`src/design/adam_pkg.sv`:
```
// Package for the Adam optimiser update block: payload structs, register indexes,
// controller states and the controller/datapath command and status types.
// No dependencies.
package adam_pkg;

	localparam int unsigned DW = 32;
	localparam int unsigned IDX_W = 12;

	typedef struct packed {
		logic [IDX_W-1:0] element_index;
		logic signed [DW-1:0] gradient;
		logic signed [DW-1:0] param_value;
		logic begin_step;
	} adam_in_t;

	typedef struct packed {
		logic [IDX_W-1:0] result_index;
		logic signed [DW-1:0] new_param_value;
		logic saturated;
	} adam_out_t;

	localparam logic [1:0] REG_LR = 2'd0;
	localparam logic [1:0] REG_BETA1 = 2'd1;
	localparam logic [1:0] REG_BETA2 = 2'd2;
	localparam logic [1:0] REG_EPS = 2'd3;

	typedef enum logic [3:0] {
		ST_CLEAR,
		ST_IDLE,
		ST_READ,
		ST_MOM,
		ST_DIVM,
		ST_DIVV,
		ST_SQRT,
		ST_DIVU,
		ST_FINAL,
		ST_OUT
	} adam_state_t;

	// Commands from controller to datapath
	typedef struct packed {
		logic clear_wr;
		logic load;
		logic moments;
		logic start_divm;
		logic start_divv;
		logic start_sqrt;
		logic start_divu;
		logic finish;
	} adam_cmd_t;

	// Status from datapath to controller
	typedef struct packed {
		logic clear_done;
		logic unit_done;
	} adam_sts_t;

endpackage

```
`src/design/adam_ctrl.sv`:
```
// Controller state machine for the Adam optimiser update block.
// Depends on adam_pkg.
module adam_ctrl (
	input  logic clk,
	input  logic arst_n,
	input  logic in_valid,
	output logic in_ready,
	output logic out_valid,
	input  logic out_ready,
	output adam_pkg::adam_cmd_t cmd,
	input  adam_pkg::adam_sts_t sts
);
	import adam_pkg::*;

	adam_state_t state_q, state_d;

	// State register
	always_ff @(posedge clk or negedge arst_n) begin
		if (!arst_n) begin
			state_q <= ST_CLEAR;
		end else begin
			state_q <= state_d;
		end
	end

	// Next state and commands
	always_comb begin
		state_d = state_q;
		cmd = '0;
		in_ready = 1'b0;
		out_valid = 1'b0;
		case (state_q)
			ST_CLEAR: begin
				cmd.clear_wr = 1'b1;
				if (sts.clear_done) state_d = ST_IDLE;
			end
			ST_IDLE: begin
				in_ready = 1'b1;
				if (in_valid) begin
					cmd.load = 1'b1;
					state_d = ST_READ;
				end
			end
			ST_READ: begin
				state_d = ST_MOM;
			end
			ST_MOM: begin
				cmd.moments = 1'b1;
				cmd.start_divm = 1'b1;
				state_d = ST_DIVM;
			end
			ST_DIVM: begin
				if (sts.unit_done) begin
					cmd.start_divv = 1'b1;
					state_d = ST_DIVV;
				end
			end
			ST_DIVV: begin
				if (sts.unit_done) begin
					cmd.start_sqrt = 1'b1;
					state_d = ST_SQRT;
				end
			end
			ST_SQRT: begin
				if (sts.unit_done) begin
					cmd.start_divu = 1'b1;
					state_d = ST_DIVU;
				end
			end
			ST_DIVU: begin
				if (sts.unit_done) state_d = ST_FINAL;
			end
			ST_FINAL: begin
				cmd.finish = 1'b1;
				state_d = ST_OUT;
			end
			ST_OUT: begin
				out_valid = 1'b1;
				if (out_ready) state_d = ST_IDLE;
			end
			default: state_d = ST_IDLE;
		endcase
	end

`ifndef SYNTHESIS
	// Only one long-running unit is started at a time
	assert property (@(posedge clk) disable iff (!arst_n)
		$onehot0({cmd.start_divm, cmd.start_divv, cmd.start_sqrt, cmd.start_divu}))
		else $error("two units started together");
	// An accepted item always leads into the read state
	assert property (@(posedge clk) disable iff (!arst_n)
		(in_valid && in_ready) |=> (state_q == ST_READ))
		else $error("accept did not start processing");
	// No input is taken while a result waits
	assert property (@(posedge clk) disable iff (!arst_n)
		!(in_ready && out_valid))
		else $error("input and output open together");
`endif
endmodule

```
`config.mk`:
```
export PLATFORM = sky130hd
export DESIGN_NAME = adam_ctrl
export DESIGN_NICKNAME = d
export VERILOG_FILES = /design/src/design/adam_pkg.sv /design/src/design/adam_ctrl.sv
export SDC_FILE = /design/constraint.sdc
export NUM_CORES = 1
export LEC_CHECK = 0
export BUFFER_PORTS_ARGS = -buffer_cell sky130_fd_sc_hd__buf_2
export CAP_MARGIN = 20
export CORE_AREA = 5 5 42 44
export DETAILED_ROUTE_END_ITERATION = 10
export DIE_AREA = 0 0 47 49
export PLACE_DENSITY = 0.53
export SLEW_MARGIN = 30
export SYNTH_ARGS = -nofsm -noshare
export SYNTH_HDL_FRONTEND = slang
export SYNTH_SLANG_ARGS = --single-unit
```
`constraint.sdc`:
```
create_clock -name clk -period 1.2 [get_ports clk]
set_clock_uncertainty 0.2 [all_clocks]
set_input_delay 0.12 -clock clk [delete_from_list [all_inputs] [get_ports clk]]
set_output_delay 0.12 -clock clk [all_outputs]
set_load 0.005 [all_outputs]
```
==> reports/metrics.csv <==
stage,metric,value,unit
yosys,Mapped Cells,37,
layout,ant diodes,0,
outcome,status,finished with violations,
timing,Max Clock Freq,0.659,GHz
detailed_routing,Vias,406,
global_routing,antenna violations before repair,0,
layout,share of layout cells above drive strength 1,83.3,%
yosys,"Net Count, Synth",43,
yosys,"Primary FF master, synth",dfrtp_1,
layout,fill count,136,
cts,CTS tree,yes,
floorplanning,initial core utilization,23.7,%
floorplanning,# IOs,16,
setup_path,Worst path slowest cell,dfrtp_2,
timing,Final WS setup,-318,ps
yosys,Synth Cell Area,332,µm²
layout,Finished Cell Area,728,µm²
yosys,"Seq/Total Area, Yosys",30.2,%
yosys,Yosys top cell area share,30.2,%
detailed_routing,final WL,1130,µm
global_routing,Total GRT Usage,11.3,%
yosys,top area cells in the synthesized netlist,"dfrtp_1 30%, buf_6 10%, nor3_1 9.1%",
timing,Max-slew headroom,81.1,%
timing,final hold violations,0,
timing,Final Setup Violations,14,
cts,CTS H-tree depth,1,
setup_path,worst reg-to-reg setup slack,-170,ps
setup_path,Worst Setup SP,state_q[1]$_DFFE_PN0P_,
placement,IO buf count,15,
floorplanning,Rows,14,
setup_path,data arrival time of the worst path,1200,ps
cts,total CTS buffers,3,
placement,DP Worst Slack,-144,ps
setup_path,R2R Path Start,state_q[0]$_DFFE_PN0P_,
pwr,worst IR drop on VDD,1240,µV
yosys,library cells used by synthesis,22,
yosys,Syn Area/Cell,8.96,µm²
pwr,Switching Fraction,40.0,%
pwr,Flop pwr share,18.3,%
cts,clock root cell,clkbuf_4,
setup_path,"delay-heaviest family, CP",flip-flops,
floorplanning,Die W,47,µm
detailed_routing,Final ANT Viol Nets,0,
timing,Period minus WS final,1520,ps
placement,RD Place Congestion,0.761,
detailed_routing,1st-pass router iterations,1,
placement,dpl cells,75,
setup_path,CP Class,reg -> out,
timing,Slew @ Worst Pin,283,ps
setup_path,worst-path cell chain,nand2b_4 -> nor3_4 -> and2_1 -> buf_2,
global_routing,vias in the first global route,440,
cts,CTS max path bufs,2,
setup_path,RR Endpoint,state_q[0]$_DFFE_PN0P_,
floorplanning,die area,2300,µm²
setup_path,WP depth,4,
layout,final std cells w/o fill,88,
setup_path,crit path launch type,flip-flop,
global_routing,first-pass GRT wire length,1850,µm
setup_path,CP endpoint kind,output pin,
cts,Worst-path clk slew,40,ps
floorplanning,Die Y,49,µm
pwr,P per Cell Area,2500,nW/µm²
layout,largest registers,state_q (4),
timing,unrepaired setup endpoints after global routing,true,
outcome,failing checks,negative setup slack,
timing,hold_ws,14.8,ps
yosys,post-synthesis sequential element count,4,
yosys,Yosys warning count,0,
floorplanning,Core ar.,1400,µm²
layout,Nets,80,
yosys,"EDFF count, synth",0,
setup_path,worst path required time,880,ps
setup_path,CP bufs+invs,1,
yosys,most numerous cell in the Yosys netlist,nor3_1,
pwr,internal power,1090,µW
setup_path,CP endpoint,cmd[6],
yosys,top post-synthesis cells by count,"6 x nor3_1, 4 x dfrtp_1, 3 x buf_6",
setup_path,Reg2Reg Depth,4,
global_routing,largest net degree at the start of global routing,8,
yosys,leading area contributor after synthesis,dfrtp_1,
setup_path,CP Max Fanout,4,
cts,clk_lat worst skew,240,ps
pwr,switching power,728,µW
layout,Biggest register,state_q,
pwr,fraction of power consumed by the clock network,9.9,%
cts,Clock Sinks,4,
pwr,Leak,0.000337,µW
pwr,Comb power frac,71.7,%
timing,Final Max Slew Viols,0,
placement,DP Area,504,µm²
detailed_routing,WL per Instance,12.8,µm
layout,max reg flops,4,
setup_path,crit-path max cell delay,440,ps
timing,fin crit share,126,%
job,Max Cap Viol,0,
global_routing,gr ovfl total,0,
layout,Area Growth Syn to Fin,120,%
detailed_routing,initial DRC count,0,
yosys,"FFs w/ async S/R, synth",100,%
detailed_routing,vias per cell,4.61,
hold_path,Hold WC Path Type,in -> async,
detailed_routing,Residual DRC,0,
placement,HPWL reported at the end of detailed placement,719,µm
## kinds of logic (layout without fill, tap and decap cells)
family,after synthesis,after routing,synth area share (%)
DFF,4,4,30.2
buffers and inverters,6,41,14.7
AOI/OAI and AO/OA,9,9,20.0
and+or+nand+nor,18,18,35.1
## placed cells by master (no fill, tap or decap), drive strengths merged
master / count
a211o: 1
a21oi: 2
a311oi: 1
and2: 2
buf: 34
clkbuf: 3
dfrtp: 4
dlygate4sd3: 2
inv: 2
nand2: 2
nand2b: 2
nor2: 2
nor2b: 2
nor3: 6
nor3b: 1
nor4: 1
o21ai: 3
o21bai: 1
o311ai: 1
## per-layer routing
metal  global-route usage (%)  part of all wire (%)  wire length, µm  vias up
met5                        0                     0                0        -
met4                     8.29                   3.4               38        0
met3                     2.21                   3.0               34        5
met2                     19.9                    60              673       11
met1                     10.7                    34              381      190
li1                         -                     -                -      200
## final cells by class
type | instances | area, µm² | share of cell area [%]
Sequential cell | 4 | 105 | 14.4
Multi-Input combinational cell | 27 | 293 | 40.2
Timing Repair Buffer | 36 | 280 | 38.5
Clock buffer | 3 | 22.5 | 3.09
Tap cell | 16 | 20.0 | 2.75
Inverter | 2 | 7.51 | 1.03
## through the flow
| step | total power [µW] | utilization [%] | setup TNS, ps |
|---|---|---|---|
| after floorplan | 796 | - | -52.7 |
| after global placement | 1090 | 36.0 | -1060 |
| after detailed placement | 1090 | 36.0 | -1230 |
| after CTS | 1580 | 46.4 | -3360 |
| after global routing | 1930 | 52.0 | -3950 |
| final | 1820 | 52.0 | -3320 |
## power groups by stage
stage          clock [µW]  sequential [µW]  combinational, µW
2_1_floorplan           0              254                542
3_3_place_gp            0              310                779
3_5_place_dp            0              310                781
4_1_cts               183              319               1070
5_1_grt               190              345               1400
6_report              181              334               1310
## worst register-to-register path, stage by stage, from the launching register on
cell,delay (ps)
dfrtp_2,470
buf_6,150
buf_6,110
buf_6,120
o311ai_4,210
## how the worst min path moves through the flow
stage / end / startpoint / cells after the start
after floorplan: state_q[0]$_DFFE_PN0P_ / arst_n / 0
after global placement: state_q[1]$_DFFE_PN0P_ / arst_n / 1
after detailed placement: state_q[1]$_DFFE_PN0P_ / arst_n / 1
after CTS: state_q[0]$_DFFE_PN0P_ / arst_n / 2
after global routing: state_q[3]$_DFFE_PN0P_ / arst_n / 2
final: state_q[1]$_DFFE_PN0P_ / arst_n / 2
## what timing repair did
item | in CTS | in global routing
endpoints found under the hold margin | 5 | 0
endpoints found under the setup margin | 14 | 14
hold buffers | 2 | 0
setup buffers | 7 | 1
pin swaps | 4 | 5
resized for setup | 14 | 16
(Power assumes the default switching activity.)
